File: src/design/scrm_pkg.sv
// Shared types, widths, register indexes and constants of the run centroid mapper.
package scrm_pkg;

    localparam int COORD_W    = 13;
    localparam int BORDER_W   = 10;
    localparam int SCREEN_W   = 12;
    localparam int TOUCH_W    = 12;
    localparam int DIFF_W     = COORD_W + 1;
    localparam int CFG_IDX_W  = 3;
    localparam int CFG_DATA_W = 13;

    typedef logic signed [COORD_W-1:0]  coord_t;
    typedef logic        [COORD_W-1:0]  depth_t;
    typedef logic        [BORDER_W-1:0] border_t;
    typedef logic        [SCREEN_W-1:0] screen_t;
    typedef logic signed [TOUCH_W-1:0]  touch_t;

    typedef struct packed {
        coord_t  ref_a_x;
        coord_t  ref_b_x;
        depth_t  ref_a_depth;
        depth_t  ref_b_depth;
        border_t border_offset;
        screen_t screen_width;
        screen_t screen_height;
    } scrm_cfg_t;

    typedef enum logic [CFG_IDX_W-1:0] {
        CFG_REF_A_X       = 3'd0,
        CFG_REF_B_X       = 3'd1,
        CFG_REF_A_DEPTH   = 3'd2,
        CFG_REF_B_DEPTH   = 3'd3,
        CFG_BORDER_OFFSET = 3'd4,
        CFG_SCREEN_WIDTH  = 3'd5,
        CFG_SCREEN_HEIGHT = 3'd6
    } cfg_idx_t;

    localparam coord_t  RST_REF_A_X       = -13'sd300;
    localparam coord_t  RST_REF_B_X       = 13'sd300;
    localparam depth_t  RST_REF_A_DEPTH   = 13'd300;
    localparam depth_t  RST_REF_B_DEPTH   = 13'd1400;
    localparam border_t RST_BORDER_OFFSET = 10'd100;
    localparam screen_t RST_SCREEN_WIDTH  = 12'd800;
    localparam screen_t RST_SCREEN_HEIGHT = 12'd600;

    typedef enum logic [2:0] {
        ST_IDLE,
        ST_ND,
        ST_NR,
        ST_INNER,
        ST_NUM,
        ST_DIV_GO,
        ST_DIV,
        ST_OUT
    } scrm_state_t;

endpackage

File: src/design/scrm_if.sv
// Handshake channels: scanline points in, touch positions out.
interface scrm_point_if;
    import scrm_pkg::*;

    logic   valid;
    logic   ready;
    coord_t world_x;
    depth_t world_depth;
    logic   row_last;

    modport source (output valid, output world_x, output world_depth, output row_last,
                    input ready);
    modport sink   (input valid, input world_x, input world_depth, input row_last,
                    output ready);
endinterface

interface scrm_touch_if;
    import scrm_pkg::*;

    logic   valid;
    logic   ready;
    touch_t touch_x;
    touch_t touch_y;

    modport source (output valid, output touch_x, output touch_y, input ready);
    modport sink   (input valid, input touch_x, input touch_y, output ready);
endinterface

File: src/design/scanline_run_centroid_mapper.sv
// Top level: config registers, front end, job queue and mapping back end.
//
//  channel   dir  handshake          word
//  points    in   valid/ready        world_x, world_depth, row_last
//  touches   out  valid/ready        touch_x, touch_y
//  cfg       in   cfg_we             cfg_index, cfg_data
//
// A point is taken every cycle while the 4-entry job queue has room.
// Each closed run passes through the bit-serial divider, shared by both axes, once per axis;
// an axis whose references coincide skips the divide.
// Reset clears run state, queue and output, and loads the default calibration.
// A full queue stalls points; a stalled touches channel holds the back end.
module scanline_run_centroid_mapper #(
    parameter int ROW_POINTS = 640
) (
    input  logic                                 clk,
    input  logic                                 rst_n,
    input  logic                                 cfg_we,
    input  logic [scrm_pkg::CFG_IDX_W-1:0]       cfg_index,
    input  logic [scrm_pkg::CFG_DATA_W-1:0]      cfg_data,
    scrm_point_if.sink                           points,
    scrm_touch_if.source                         touches
);
    import scrm_pkg::*;

    localparam int CNT_W     = $clog2(ROW_POINTS);
    localparam int SUM_W     = CNT_W + COORD_W;
    localparam int JOB_W     = 2 * SUM_W + CNT_W;
    localparam int Q_DEPTH   = 4;

    scrm_cfg_t cfg_reg;

    always_ff @(posedge clk or negedge rst_n)
    begin
        if (!rst_n)
        begin
            cfg_reg.ref_a_x       <= RST_REF_A_X;
            cfg_reg.ref_b_x       <= RST_REF_B_X;
            cfg_reg.ref_a_depth   <= RST_REF_A_DEPTH;
            cfg_reg.ref_b_depth   <= RST_REF_B_DEPTH;
            cfg_reg.border_offset <= RST_BORDER_OFFSET;
            cfg_reg.screen_width  <= RST_SCREEN_WIDTH;
            cfg_reg.screen_height <= RST_SCREEN_HEIGHT;
        end
        else if (cfg_we)
        begin
            unique case (cfg_idx_t'(cfg_index))
                CFG_REF_A_X:       cfg_reg.ref_a_x       <= $signed(cfg_data[COORD_W-1:0]);
                CFG_REF_B_X:       cfg_reg.ref_b_x       <= $signed(cfg_data[COORD_W-1:0]);
                CFG_REF_A_DEPTH:   cfg_reg.ref_a_depth   <= cfg_data[COORD_W-1:0];
                CFG_REF_B_DEPTH:   cfg_reg.ref_b_depth   <= cfg_data[COORD_W-1:0];
                CFG_BORDER_OFFSET: cfg_reg.border_offset <= cfg_data[BORDER_W-1:0];
                CFG_SCREEN_WIDTH:  cfg_reg.screen_width  <= cfg_data[SCREEN_W-1:0];
                CFG_SCREEN_HEIGHT: cfg_reg.screen_height <= cfg_data[SCREEN_W-1:0];
                default: ;
            endcase
        end
    end

    logic                    push_valid, push_ready, pop_valid, pop;
    logic signed [SUM_W-1:0] f_lat, b_lat;
    logic        [SUM_W-1:0] f_dep, b_dep;
    logic        [CNT_W-1:0] f_cnt, b_cnt;
    logic        [JOB_W-1:0] q_din, q_dout;

    scrm_front #(
        .ROW_POINTS (ROW_POINTS),
        .CNT_W      (CNT_W),
        .SUM_W      (SUM_W)
    ) u_front (
        .clk       (clk),
        .rst_n     (rst_n),
        .cfg       (cfg_reg),
        .points    (points),
        .job_valid (push_valid),
        .job_ready (push_ready),
        .job_lat   (f_lat),
        .job_dep   (f_dep),
        .job_cnt   (f_cnt)
    );

    assign q_din = {f_lat, f_dep, f_cnt};

    scrm_fifo #(
        .WIDTH (JOB_W),
        .DEPTH (Q_DEPTH)
    ) u_queue (
        .clk        (clk),
        .rst_n      (rst_n),
        .push_valid (push_valid),
        .push_ready (push_ready),
        .din        (q_din),
        .pop_valid  (pop_valid),
        .pop        (pop),
        .dout       (q_dout)
    );

    assign b_lat = $signed(q_dout[JOB_W-1 -: SUM_W]);
    assign b_dep = q_dout[CNT_W +: SUM_W];
    assign b_cnt = q_dout[CNT_W-1:0];

    scrm_back #(
        .CNT_W (CNT_W),
        .SUM_W (SUM_W)
    ) u_back (
        .clk       (clk),
        .rst_n     (rst_n),
        .cfg       (cfg_reg),
        .job_valid (pop_valid),
        .job_pop   (pop),
        .job_lat   (b_lat),
        .job_dep   (b_dep),
        .job_cnt   (b_cnt),
        .touches   (touches)
    );

endmodule

File: src/design/scrm_front.sv
// Front end: window test and run accumulation; finished runs go out as jobs.
module scrm_front #(
    parameter int ROW_POINTS = 640,
    parameter int CNT_W      = 10,
    parameter int SUM_W      = 23
) (
    input  logic                   clk,
    input  logic                   rst_n,
    input  scrm_pkg::scrm_cfg_t    cfg,
    scrm_point_if.sink             points,
    output logic                   job_valid,
    input  logic                   job_ready,
    output logic signed [SUM_W-1:0] job_lat,
    output logic        [SUM_W-1:0] job_dep,
    output logic        [CNT_W-1:0] job_cnt
);
    import scrm_pkg::*;

    localparam int WIN_W = COORD_W + 2;

    logic                    run_active_reg, run_active_next;
    logic signed [SUM_W-1:0] sum_lat_reg, sum_lat_next;
    logic        [SUM_W-1:0] sum_dep_reg, sum_dep_next;
    logic        [CNT_W-1:0] cnt_reg, cnt_next;

    logic signed [WIN_W-1:0] x_w, lo_x, hi_x, z_w, lo_z, hi_z, two_b, one_b;
    logic hit, emit, acc;

    always_comb
    begin
        two_b = $signed({{(WIN_W-BORDER_W-1){1'b0}}, cfg.border_offset, 1'b0});
        one_b = $signed({{(WIN_W-BORDER_W){1'b0}}, cfg.border_offset});
        x_w   = $signed({{2{points.world_x[COORD_W-1]}}, points.world_x});
        lo_x  = $signed({{2{cfg.ref_b_x[COORD_W-1]}}, cfg.ref_b_x}) - two_b;
        hi_x  = $signed({{2{cfg.ref_a_x[COORD_W-1]}}, cfg.ref_a_x}) + two_b;
        z_w   = $signed({2'b00, points.world_depth});
        lo_z  = $signed({2'b00, cfg.ref_a_depth}) - one_b;
        hi_z  = $signed({2'b00, cfg.ref_b_depth}) + one_b;
        hit   = (x_w > lo_x) && (x_w < hi_x) && (z_w > lo_z) && (z_w < hi_z);
    end

    assign emit         = !hit && run_active_reg && (cnt_reg != '0);
    assign points.ready = job_ready;
    assign acc          = points.valid && job_ready;
    assign job_valid    = points.valid && emit;
    assign job_lat      = sum_lat_reg;
    assign job_dep      = sum_dep_reg;
    assign job_cnt      = cnt_reg;

    always_comb
    begin
        run_active_next = run_active_reg;
        sum_lat_next    = sum_lat_reg;
        sum_dep_next    = sum_dep_reg;
        cnt_next        = cnt_reg;
        if (acc)
        begin
            if (hit)
            begin
                run_active_next = 1'b1;
                // run length saturates; later hits keep the run open unsummed
                if (cnt_reg < CNT_W'(ROW_POINTS - 1))
                begin
                    sum_lat_next = sum_lat_reg
                                 + $signed({{(SUM_W-COORD_W){points.world_x[COORD_W-1]}},
                                            points.world_x});
                    sum_dep_next = sum_dep_reg + {{(SUM_W-COORD_W){1'b0}}, points.world_depth};
                    cnt_next     = cnt_reg + 1'b1;
                end
            end
            else
            begin
                run_active_next = 1'b0;
                sum_lat_next    = '0;
                sum_dep_next    = '0;
                cnt_next        = '0;
            end
            if (points.row_last)
            begin
                run_active_next = 1'b0;
                sum_lat_next    = '0;
                sum_dep_next    = '0;
                cnt_next        = '0;
            end
        end
    end

    always_ff @(posedge clk or negedge rst_n)
    begin
        if (!rst_n)
        begin
            run_active_reg <= 1'b0;
            sum_lat_reg    <= '0;
            sum_dep_reg    <= '0;
            cnt_reg        <= '0;
        end
        else
        begin
            run_active_reg <= run_active_next;
            sum_lat_reg    <= sum_lat_next;
            sum_dep_reg    <= sum_dep_next;
            cnt_reg        <= cnt_next;
        end
    end

`ifndef ASSERT_OFF
    a_cnt_cap: assert property (@(posedge clk) disable iff (!rst_n)
        cnt_reg <= CNT_W'(ROW_POINTS - 1))
        else $error("run count above cap");
    a_cnt_active: assert property (@(posedge clk) disable iff (!rst_n)
        (cnt_reg != '0) |-> run_active_reg)
        else $error("summed run without active flag");
    a_row_clear: assert property (@(posedge clk) disable iff (!rst_n)
        (points.valid && points.ready && points.row_last) |=>
        (cnt_reg == '0 && !run_active_reg && sum_lat_reg == '0 && sum_dep_reg == '0))
        else $error("run survived end of row");
`endif

endmodule

File: src/design/scrm_fifo.sv
// Small register queue between front and back end.
module scrm_fifo #(
    parameter int WIDTH = 56,
    parameter int DEPTH = 4
) (
    input  logic             clk,
    input  logic             rst_n,
    input  logic             push_valid,
    output logic             push_ready,
    input  logic [WIDTH-1:0] din,
    output logic             pop_valid,
    input  logic             pop,
    output logic [WIDTH-1:0] dout
);
    import scrm_pkg::*;

    localparam int PTR_W = (DEPTH > 1) ? $clog2(DEPTH) : 1;
    localparam int CNT_W = $clog2(DEPTH + 1);

    logic [WIDTH-1:0] mem_reg [DEPTH];
    logic [PTR_W-1:0] wr_ptr_reg, rd_ptr_reg;
    logic [CNT_W-1:0] count_reg;
    logic do_push, do_pop;

    assign push_ready = (count_reg != CNT_W'(DEPTH));
    assign pop_valid  = (count_reg != '0);
    assign do_push    = push_valid && push_ready;
    assign do_pop     = pop && pop_valid;
    assign dout       = mem_reg[rd_ptr_reg];

    always_ff @(posedge clk or negedge rst_n)
    begin
        if (!rst_n)
        begin
            wr_ptr_reg <= '0;
            rd_ptr_reg <= '0;
            count_reg  <= '0;
        end
        else
        begin
            if (do_push)
                wr_ptr_reg <= (wr_ptr_reg == PTR_W'(DEPTH - 1)) ? '0 : wr_ptr_reg + 1'b1;
            if (do_pop)
                rd_ptr_reg <= (rd_ptr_reg == PTR_W'(DEPTH - 1)) ? '0 : rd_ptr_reg + 1'b1;
            if (do_push && !do_pop)
                count_reg <= count_reg + 1'b1;
            else if (do_pop && !do_push)
                count_reg <= count_reg - 1'b1;
        end
    end

    always_ff @(posedge clk)
    begin
        if (do_push)
            mem_reg[wr_ptr_reg] <= din;
    end

endmodule

File: src/design/scrm_div.sv
// Restoring unsigned divider, one quotient bit per cycle.
module scrm_div #(
    parameter int NUM_W = 39,
    parameter int DEN_W = 24
) (
    input  logic             clk,
    input  logic             rst_n,
    input  logic             start,
    input  logic [NUM_W-1:0] num,
    input  logic [DEN_W-1:0] den,
    output logic             busy,
    output logic             done,
    output logic [NUM_W-1:0] quot
);
    import scrm_pkg::*;

    localparam int STEP_W = $clog2(NUM_W + 1);

    logic [DEN_W-1:0]  rem_reg, den_reg;
    logic [NUM_W-1:0]  quo_reg;
    logic [STEP_W-1:0] step_reg;
    logic              busy_reg, done_reg;
    logic [DEN_W:0]    rem_sh, rem_sub;
    logic              ge;

    // quo_reg shifts numerator bits out the top and quotient bits in at the bottom
    always_comb
    begin
        rem_sh  = {rem_reg, quo_reg[NUM_W-1]};
        ge      = (rem_sh >= {1'b0, den_reg});
        rem_sub = rem_sh - {1'b0, den_reg};
    end

    always_ff @(posedge clk or negedge rst_n)
    begin
        if (!rst_n)
        begin
            busy_reg <= 1'b0;
            done_reg <= 1'b0;
            step_reg <= '0;
        end
        else
        begin
            done_reg <= busy_reg && (step_reg == STEP_W'(1));
            if (start)
            begin
                busy_reg <= 1'b1;
                step_reg <= STEP_W'(NUM_W);
            end
            else if (busy_reg)
            begin
                step_reg <= step_reg - 1'b1;
                if (step_reg == STEP_W'(1))
                    busy_reg <= 1'b0;
            end
        end
    end

    always_ff @(posedge clk)
    begin
        if (start)
        begin
            rem_reg <= '0;
            den_reg <= den;
            quo_reg <= num;
        end
        else if (busy_reg)
        begin
            rem_reg <= ge ? rem_sub[DEN_W-1:0] : rem_sh[DEN_W-1:0];
            quo_reg <= {quo_reg[NUM_W-2:0], ge};
        end
    end

    assign busy = busy_reg;
    assign done = done_reg;
    assign quot = quo_reg;

endmodule

File: src/design/scrm_back.sv
// Back end: maps a run's sums to screen pixels, one axis after the other.
module scrm_back #(
    parameter int CNT_W = 10,
    parameter int SUM_W = 23
) (
    input  logic                    clk,
    input  logic                    rst_n,
    input  scrm_pkg::scrm_cfg_t     cfg,
    input  logic                    job_valid,
    output logic                    job_pop,
    input  logic signed [SUM_W-1:0] job_lat,
    input  logic        [SUM_W-1:0] job_dep,
    input  logic        [CNT_W-1:0] job_cnt,
    scrm_touch_if.source            touches
);
    import scrm_pkg::*;

    localparam int INN_W   = CNT_W + 17;
    localparam int MUL_W   = INN_W + DIFF_W;
    localparam int MAG_W   = CNT_W + 29;
    localparam int DMAG_W  = CNT_W + 14;
    localparam int S_W     = SCREEN_W + 1;

    scrm_state_t state_reg, state_next;
    logic        axis_reg;   // 0: touch_x from depth, 1: touch_y from lateral

    logic signed [SUM_W-1:0] lat_reg;
    logic        [SUM_W-1:0] dep_reg;
    logic        [CNT_W-1:0] cnt_reg;
    logic signed [MUL_W-1:0] prod_reg;
    logic signed [INN_W-1:0] nd_reg, inner_reg, den_reg;
    logic                    neg_reg;
    touch_t                  tx_reg, ty_reg;
    logic                    out_valid_reg;
    touch_t                  out_x_reg, out_y_reg;

    logic signed [SUM_W:0]    sum_sel;
    logic signed [INN_W-1:0]  sum_ext, nr;
    logic signed [DIFF_W-1:0] ref_lo, ref_hi, d_ax;
    logic                     d_zero;
    screen_t                  size_sel;
    logic signed [S_W-1:0]    s_ax;
    touch_t                   half_neg, res_div, res_val;
    logic signed [INN_W-1:0]  mul_a;
    logic signed [DIFF_W-1:0] mul_b;
    logic signed [MUL_W-1:0]  mul_p, prod_abs;
    logic signed [INN_W-1:0]  den_abs;

    logic div_start, div_busy, div_done, store_res, out_load;
    logic [MAG_W-1:0] div_quot;

    // axis operands
    always_comb
    begin
        if (axis_reg)
        begin
            sum_sel  = $signed({lat_reg[SUM_W-1], lat_reg});
            ref_lo   = $signed({cfg.ref_a_x[COORD_W-1], cfg.ref_a_x});
            ref_hi   = $signed({cfg.ref_b_x[COORD_W-1], cfg.ref_b_x});
            size_sel = cfg.screen_height;
        end
        else
        begin
            sum_sel  = $signed({1'b0, dep_reg});
            ref_lo   = $signed({1'b0, cfg.ref_a_depth});
            ref_hi   = $signed({1'b0, cfg.ref_b_depth});
            size_sel = cfg.screen_width;
        end
        d_ax     = ref_hi - ref_lo;
        d_zero   = (d_ax == '0);
        s_ax     = $signed({1'b0, size_sel}) - $signed({2'b00, cfg.border_offset, 1'b0});
        half_neg = -$signed({1'b0, size_sel[SCREEN_W-1:1]});
        sum_ext  = $signed({{(INN_W-SUM_W-1){sum_sel[SUM_W]}}, sum_sel});
        nr       = $signed(prod_reg[INN_W-1:0]);
    end

    // one shared multiplier
    always_comb
    begin
        mul_a = $signed({{(INN_W-CNT_W){1'b0}}, cnt_reg});
        mul_b = d_ax;
        unique case (state_reg)
            ST_NR:   mul_b = ref_lo;
            ST_NUM:
            begin
                mul_a = inner_reg;
                mul_b = $signed({{(DIFF_W-S_W){s_ax[S_W-1]}}, s_ax});
            end
            ST_IDLE, ST_ND, ST_INNER, ST_DIV_GO, ST_DIV, ST_OUT: ;
        endcase
        mul_p = mul_a * mul_b;
    end

    assign prod_abs = prod_reg[MUL_W-1] ? -prod_reg : prod_reg;
    assign den_abs  = den_reg[INN_W-1] ? -den_reg : den_reg;

    scrm_div #(
        .NUM_W (MAG_W),
        .DEN_W (DMAG_W)
    ) u_div (
        .clk   (clk),
        .rst_n (rst_n),
        .start (div_start),
        .num   (prod_abs[MAG_W-1:0]),
        .den   (den_abs[DMAG_W-1:0]),
        .busy  (div_busy),
        .done  (div_done),
        .quot  (div_quot)
    );

    // truncated quotient, signed and clamped to the touch_t range; minus half the screen size if references coincide
    always_comb
    begin
        if (neg_reg)
            res_div = (div_quot > MAG_W'(2048)) ? touch_t'(-2048)
                                                : -$signed(div_quot[TOUCH_W-1:0]);
        else
            res_div = (div_quot > MAG_W'(2047)) ? touch_t'(2047)
                                                : $signed(div_quot[TOUCH_W-1:0]);
        res_val = (state_reg == ST_ND) ? half_neg : res_div;
    end

    // control outputs
    always_comb
    begin
        job_pop   = 1'b0;
        div_start = 1'b0;
        store_res = 1'b0;
        out_load  = 1'b0;
        unique case (state_reg)
            ST_IDLE:   job_pop   = job_valid;
            ST_ND:     store_res = d_zero;
            ST_DIV_GO: div_start = 1'b1;
            ST_DIV:    store_res = div_done;
            ST_OUT:    out_load  = !out_valid_reg || touches.ready;
            ST_NR, ST_INNER, ST_NUM: ;
        endcase
    end

    // next state
    always_comb
    begin
        state_next = state_reg;
        unique case (state_reg)
            ST_IDLE:   if (job_valid) state_next = ST_ND;
            ST_ND:
            begin
                if (!d_zero)
                    state_next = ST_NR;
                else
                    state_next = axis_reg ? ST_OUT : ST_ND;
            end
            ST_NR:     state_next = ST_INNER;
            ST_INNER:  state_next = ST_NUM;
            ST_NUM:    state_next = ST_DIV_GO;
            ST_DIV_GO: state_next = ST_DIV;
            ST_DIV:    if (div_done) state_next = axis_reg ? ST_OUT : ST_ND;
            ST_OUT:    if (out_load) state_next = ST_IDLE;
        endcase
    end

    always_ff @(posedge clk or negedge rst_n)
    begin
        if (!rst_n)
        begin
            state_reg     <= ST_IDLE;
            axis_reg      <= 1'b0;
            out_valid_reg <= 1'b0;
        end
        else
        begin
            state_reg <= state_next;
            if (job_pop)
                axis_reg <= 1'b0;
            else if (store_res)
                axis_reg <= 1'b1;
            if (out_load)
                out_valid_reg <= 1'b1;
            else if (touches.ready)
                out_valid_reg <= 1'b0;
        end
    end

    always_ff @(posedge clk)
    begin
        if (job_pop)
        begin
            lat_reg <= job_lat;
            dep_reg <= job_dep;
            cnt_reg <= job_cnt;
        end
        if (state_reg == ST_ND || state_reg == ST_NR || state_reg == ST_NUM)
            prod_reg <= mul_p;
        if (state_reg == ST_NR)
            nd_reg <= nr;
        if (state_reg == ST_INNER)
            inner_reg <= nd_reg - ((sum_ext - nr) <<< 1);
        if (state_reg == ST_NUM)
            den_reg <= nd_reg <<< 1;
        if (div_start)
            neg_reg <= prod_reg[MUL_W-1] ^ den_reg[INN_W-1];
        if (store_res)
        begin
            if (axis_reg)
                ty_reg <= res_val;
            else
                tx_reg <= res_val;
        end
        if (out_load)
        begin
            out_x_reg <= tx_reg;
            out_y_reg <= axis_reg ? ty_reg : ty_reg;
        end
    end

    assign touches.valid   = out_valid_reg;
    assign touches.touch_x = out_x_reg;
    assign touches.touch_y = out_y_reg;

`ifndef ASSERT_OFF
    a_div_idle: assert property (@(posedge clk) disable iff (!rst_n)
        div_start |-> !div_busy)
        else $error("divider restarted while busy");
    a_div_state: assert property (@(posedge clk) disable iff (!rst_n)
        div_done |-> (state_reg == ST_DIV))
        else $error("quotient arrived outside divide state");
    a_both_axes: assert property (@(posedge clk) disable iff (!rst_n)
        (state_reg == ST_OUT) |-> axis_reg)
        else $error("output before second axis");
`endif

endmodule
File: src/flat_wrapper.sv
// flat-port wrapper written by rule: the top's interface ports become plain ports
module scanline_run_centroid_mapper_flat import scrm_pkg::*;
#(
    parameter int ROW_POINTS = 640
)
  (clk, rst_n, cfg_we, cfg_index, cfg_data, points_valid, points_world_x, points_world_depth, points_row_last, points_ready, touches_valid, touches_touch_x, touches_touch_y, touches_ready);
  scrm_point_if points_i ();
  scrm_touch_if touches_i ();
  input  logic clk;
  input  logic rst_n;
  input  logic cfg_we;
  input  logic [scrm_pkg::CFG_IDX_W-1:0] cfg_index;
  input  logic [scrm_pkg::CFG_DATA_W-1:0] cfg_data;
  input wire logic [$bits(points_i.valid)-1:0] points_valid;
  input wire logic [$bits(points_i.world_x)-1:0] points_world_x;
  input wire logic [$bits(points_i.world_depth)-1:0] points_world_depth;
  input wire logic [$bits(points_i.row_last)-1:0] points_row_last;
  output wire logic [$bits(points_i.ready)-1:0] points_ready;
  output wire logic [$bits(touches_i.valid)-1:0] touches_valid;
  output wire logic [$bits(touches_i.touch_x)-1:0] touches_touch_x;
  output wire logic [$bits(touches_i.touch_y)-1:0] touches_touch_y;
  input wire logic [$bits(touches_i.ready)-1:0] touches_ready;
  assign points_i.valid = points_valid;
  assign points_i.world_x = points_world_x;
  assign points_i.world_depth = points_world_depth;
  assign points_i.row_last = points_row_last;
  assign points_ready = points_i.ready;
  assign touches_valid = touches_i.valid;
  assign touches_touch_x = touches_i.touch_x;
  assign touches_touch_y = touches_i.touch_y;
  assign touches_i.ready = touches_ready;
  scanline_run_centroid_mapper #(.ROW_POINTS(ROW_POINTS)) u_core (.clk(clk), .rst_n(rst_n), .cfg_we(cfg_we), .cfg_index(cfg_index), .cfg_data(cfg_data), .points(points_i), .touches(touches_i));
endmodule
File: config.mk
export PLATFORM = sky130hd
export DESIGN_NAME = scanline_run_centroid_mapper_flat
export DESIGN_NICKNAME = d
export VERILOG_FILES = /design/src/design/scrm_pkg.sv /design/src/design/scrm_if.sv /design/src/design/scanline_run_centroid_mapper.sv /design/src/design/scrm_front.sv /design/src/design/scrm_fifo.sv /design/src/design/scrm_div.sv /design/src/design/scrm_back.sv /design/src/flat_wrapper.sv
export SDC_FILE = /design/constraint.sdc
export NUM_CORES = 2
export LEC_CHECK = 0
export ABC_AREA = 1
export BUFFER_PORTS_ARGS = -buffer_cell sky130_fd_sc_hd__buf_2
export CORE_AREA = 2 2 299 301
export CTS_CLUSTER_SIZE = 12
export DETAILED_ROUTE_END_ITERATION = 6
export DIE_AREA = 0 0 301 303
export MAX_ROUTING_LAYER = met4
export PLACE_DENSITY = 0.78
export SLEW_MARGIN = 30
export SYNTH_ARGS = -nofsm -noshare
export SYNTH_HDL_FRONTEND = slang
export SYNTH_SLANG_ARGS = --single-unit
export TNS_END_PERCENT = 5
File: constraint.sdc
create_clock -name clk -period 7.6 [get_ports clk]
set_input_delay 0.38 -clock clk [delete_from_list [all_inputs] [get_ports clk]]
set_output_delay 0.38 -clock clk [all_outputs]
set_load 0.02 [all_outputs]
=== Word level (Yosys, flattened, before mapping) ===
Memories as Yosys holds them, arrays and structs flattened. A register that Yosys moved wholly into a read port is not among the register bits.
Index checks and enable logic that the tools add are counted.

* Memory bits (writable): 224
* Word-level logic and storage cells: 177
* Memories kept: 1
* Flip-flop bits (word level): 420

{| class="wikitable"
|+ Memories
! memory !! depth !! bits a word !! rd ports !! clocked after memory_dff !! write ports !! line !! source
|-
| u_core.u_queue.mem_reg || 4 || 56 || 1 || 1 || 1 || scrm_fifo.sv:20 || <nowiki>logic [WIDTH-1:0] mem_reg [DEPTH];</nowiki>
|}

* Multipliers: 1
* Reduce and logical (&&, ||, !) cells: 39
* $add $sub $neg: 21
* Mux-type cells: 51
* Equal/unequal tests: 21
* $lt $le $gt $ge: 8
* Bitwise gates (word level): 2

{| class="wikitable"
|+ Operators by type and width
! kind !! number
|-
| $mux 23 || 6
|-
| $mux 39 || 3
|-
| $mux 24 || 3
|-
| $mux 12 || 5
|-
| $add 23x13->23 || 2
|-
| $mul 27x14->41 || 1
|-
| $gt 39x11->1 const B || 1
|-
| $gt 39x12->1 const B || 1
|-
| $neg 39->39 || 1
|-
| $mux 10 || 3
|-
| $lt 13x14->1 || 2
|-
| $mux 14 || 2
|-
| $pmux 14 s2 || 1
|-
| $mux 27 || 1
|-
| $sub 27x27->27 || 1
|-
| $sub 24x26->26 || 1
|-
| $ge 25x24->1 || 1
|-
| $neg 24->24 || 1
|-
| $pmux 3 s8 || 1
|-
| $sub 24x24->24 || 1
|-
| $eq 3x3->1 const B || 7
|-
| $mux 3 || 7
|-
| $reduce_and 2->1 || 10
|-
| $add 13x10->14 || 1
|-
| 38 further kinds || 80
|}

=== Depth between registers and ports, before layout ===
* Depth in word-level cells: 14
* Depth in mapped cells: 42

=== Hierarchy ===
A second synthesis with hierarchy kept.

* Cell total of the unflattened synthesis: 6142
* Area total of the unflattened synthesis: 54060.6 sq um

{| class="wikitable"
|+ Modules (own cells, without submodules)
! module !! area each (sq um) !! times used !! cells each
|-
| scrm_back || 27667.8 || 1 || 3202
|-
| scrm_fifo || 9689.3 || 1 || 712
|-
| scrm_front || 7445.9 || 1 || 1053
|-
| scrm_div || 5796.8 || 1 || 788
|-
| scanline_run_centroid_mapper || 3460.8 || 1 || 387
|}

=== Worst setup path after synthesis ===
OpenSTA, ideal clock, no wires.

* Kind: register to register
* From: register u_core.u_back.axis_reg
* To: register u_core.u_back.prod_reg[34], data pin
* Stages on the path, launching flop included: 36
* Period minus slack after synthesis: 7.669 ns
* Setup slack: -0.069 ns
* Data arrival time: 7.411 ns
* Path through: dfrtp_1 -> buf_4 -> buf_2 -> buf_2 -> buf_2 -> o21ai_0 -> inv_1 -> ha_1 -> a21oi_1 -> o21ai_0 -> nand2_1 -> nand4_1 -> and2_1 -> nand2_1 -> buf_2 -> nand3_1 -> fa_1 -> fa_1 -> inv_1 -> fa_1 -> fa_1 -> fa_1 -> inv_1 -> fa_1 -> inv_1 -> ha_1 -> a21o_1 -> a21oi_1 -> nand3_1 -> nand2_1 -> nand2_1 -> a21oi_1 -> o21ai_1 -> nand2_1 -> nand2_1 -> xor2_1

* Word-level cells in the longest chain between the ends: 4

{| class="wikitable"
|+ RTL lines
! element !! line !! source
|-
| start: declaration || scrm_back.sv:25 || <nowiki>logic axis_reg;</nowiki>
|-
| start signal: assignment || scrm_back.sv:167 || <nowiki>axis_reg <= 1'b0;</nowiki>
|-
| start signal: assignment || scrm_back.sv:174 || <nowiki>axis_reg <= 1'b0;</nowiki>
|-
| start signal: assignment || scrm_back.sv:176 || <nowiki>axis_reg <= 1'b1;</nowiki>
|-
| $mux 14 or $mux 12 (tied branches) || scrm_back.sv:55 || <nowiki>if (axis_reg)</nowiki>
|-
| $sub 14x14->14 or $sub 12x11->13 (tied branches) || scrm_back.sv:69, scrm_back.sv:71 ||
|-
| $pmux 14 s2 * || scrm_back.sv:82 || <nowiki>unique case (state_reg)</nowiki>
|-
| $mul 27x14->41 * || scrm_back.sv:91 || <nowiki>mul_p = mul_a * mul_b;</nowiki>
|-
| net u_core.u_back.mul_p[34] || scrm_back.sv:46 || <nowiki>logic signed [MUL_W-1:0] mul_p, prod_abs;</nowiki>
|-
| end signal: assignment || scrm_back.sv:193 || <nowiki>prod_reg <= mul_p;</nowiki>
|-
| end: declaration || scrm_back.sv:30 || <nowiki>logic signed [MUL_W-1:0] prod_reg;</nowiki>
|}

Mark *: on every way through the listed nets, which the timed path passes. The rest lies on a longest branch.
A chain may end at the register's enable or synchronous reset.

=== Final worst setup path ===
* From: register u_core.u_back.axis_reg
* To: register u_core.u_back.prod_reg[37], data pin

The elaborated chain is that of the path after synthesis.

==> run metrics <==
share of cells above drive strength 1=14.3%; GPL Wtd Cong=1.00; top post-synthesis cells by area=edfxtp_1, fa_1, nand2_1, ha_1, dfrtp_1; Syn. warnings=0; CP Launch Type=flop; Syn Inst Count=5,688; CTS buffer count=76; CP max stage cell=fa_1; clock latency on the worst-skew pair=0.67 ns; synthesized area=51,500 µm²; CP peak stage delay=0.57 ns; most common cell in the netlist=nand2_1; gr usage total=34.6%; Final ANT Viol Nets=0; crit path capture type=flop; Placed Instances=7,201; antenna cell count=0; post-synthesis sequential area ratio=38.6%; Post-synth EDFFs=509; Finished Layout Cells=7,357; Avg Inst Size Synth=9.05 µm²; drt total wl=153,000 µm; Detail Placement HPWL=118,000 µm; Tmin final=7.86 ns; # setup viols final=21; MaxCap Viol Count=0; largest net degree at the start of global routing=116; critical path startpoint=u_core.u_back.axis_reg; Filler cells=6,912; area of the core=88,000 µm²; Mapped Nets=6,431; reg-to-reg startpoint=u_core.u_back.axis_reg; FMAX=127 MHz; initial core utilization=58.5%; CP Class=flop to flop; clk root buf=clkbuf_16; worst relative slew slack=33.8%; Die Y=303 µm; first-pass GRT wire length=235,000 µm; outcome=finished with violations; setup tns final=-3.13 ns; Die W=301 µm; hold path start=touches_ready; remaining global-route overflow=0; clock sinks=696; hold crit path type=input port to flop; Synth cell types=65; Layout area overhead=15.7%; Final Core Density=67.7%; Synth area leader=edfxtp_1; period utilization=103%; Initial DRC Count=3,907; # H-tree levels=3; Data required, critical path=7.99 ns; Worst Hold End=u_core.u_back.touches.valid; nets=6,872; Crit Reg-Reg Endpoint=u_core.u_back.prod_reg[37]; number of global-route vias before repair=41.6k; R2R depth=35; initial antenna violation count=0; Die ar.=91,200 µm²; failing checks=design-rule violations, negative setup slack; max-slew violations=0; Cell Rows=109; setup slack on the worst flop-to-flop path=-0.26 ns; #FFs+latches synth=696; DR vias/cell=5.76; area fraction of the dominant cell type after synthesis=29.7%; clk buf depth=3; via count=42.3k; hold-critical path depth=4; commonest cells in the netlist=nand2_1, inv_1, nor2_1; Hold Fails Final Rpt=0; CP Data Arrival Time=8.25 ns; Pre-antenna DRT Iters=7; Max FO, Critical Path=15; RSZ-0062 raised after global routing=true; drt drc=1; clock transition at the registers of the reported paths=0.06 ns; max reg flops=224; Least-Margin Pin Slew=0.991 ns; routed length per placed instance=20.8 µm; ys flop type=edfxtp_1; FFs w/ async S/R, synth=23.4%; # IOs=74; CTS tree=done; Port Buffers=73; PnR worst setup slack=-0.265 ns; skew final=0.0628 ns
cell usage in the layout (no fill, tap or decap), drive strengths merged, types with 3 or more instances in the layout:
cell type  instances
a21o              21
a211oi             4
ha               333
o21bai            24
o22ai             58
o221ai             4
o2111ai            4
nor4              23
buf              507
o211ai            36
nand3            237
a22oi              8
o21a              14
a221oi             5
edfxtp           509
a21oi            260
clkinv            30
bufinv             3
o31ai              9
fa               362
xor2             159
o21ai            426
or2               21
inv              798
and3               3
dfxtp             24
mux2i             13
nor3              54
and2               3
a21boi             7
xnor2             90
nand2           1140
nand4             59
dfrtp            131
nor2             598
dfstp             32
a31oi             27
nand3b            29
clkbuf           116
layout make-up:
cell class                      count  area (µm²)  share of cell area [%]
Clock inverter                     27         330                   0.555
Tap cell                         1165        1460                    2.45
Inverter                          806        3030                    5.10
Multi-Input combinational cell   4038       28700                    48.2
Clock buffer                      114        2120                    3.55
Sequential cell                   696       19900                    33.4
Timing Repair Buffer              511        3990                    6.70
critical path: cells and delay by family, from the launching register on:
kind	cells	cell delay, ns
fa+ha+maj	8	3.68
buf+inv	12	1.42
simple gates	10	1.09
compound gates	3	0.53
flops	1	0.47
mux	1	0.27
xor+xnor	1	0.10
layer usage:
metal	GRT usage, %	up-vias	wire length [µm]
met4	12.7	0	6320
met1	44.7	20600	62300
li1	-	19600	-
met3	4.40	359	11100
met5	-	-	0
met2	56.3	1754	73600
timing repair:
action                                  4_1_cts  5_1_grt
hold buffers                                  1        0
pin swaps                                     4       65
gates resized for setup                      45      142
hold endpoints to repair                     79        0
gates cloned                                  1        2
buffers inserted                              2        8
endpoints found under the setup margin       24       29
cells by family (layout without fill, tap and decap cells):
kind of cell | after synthesis | in the layout | synth area share [%]
buffers and inverters | 954 | 1458 | 7.20
flip-flops | 696 | 696 | 38.6
multiplexers | 14 | 14 | 0.275
AND/OR/NAND/NOR | 2168 | 2168 | 17.6
AO/OA/AOI/OAI | 912 | 912 | 9.91
adder cells (fa/ha/maj) | 695 | 695 | 22.2
XOR/XNOR | 249 | 249 | 4.24
worst max path at each step:
stage / end / cells past startpoint
3_3_place_gp: u_core.u_back.prod_reg[33] / 31
6_report: u_core.u_back.prod_reg[37] / 35
2_1_floorplan: u_core.u_back.prod_reg[34] / 39
5_1_grt: u_core.u_back.prod_reg[36] / 37
3_5_place_dp: u_core.u_back.prod_reg[33] / 31
4_1_cts: u_core.u_back.prod_reg[33] / 38
per-stage QoR:
step / hold WS, ns / area (µm²) / setup WS [ns]
floorplan: 0.0844 / 51500 / 0.0169
global route: 0.127 / 59500 / -0.616
finish: 0.0962 / 59500 / -0.265
CTS: 0.0592 / 58700 / -0.296
global placement: 0.402 / 56000 / -0.238
detailed placement: 0.405 / 56100 / -0.352
Power is left out: the tool's default activity adds up to more than one toggle a clock period on the data nets, which glitch-free logic cannot reach.
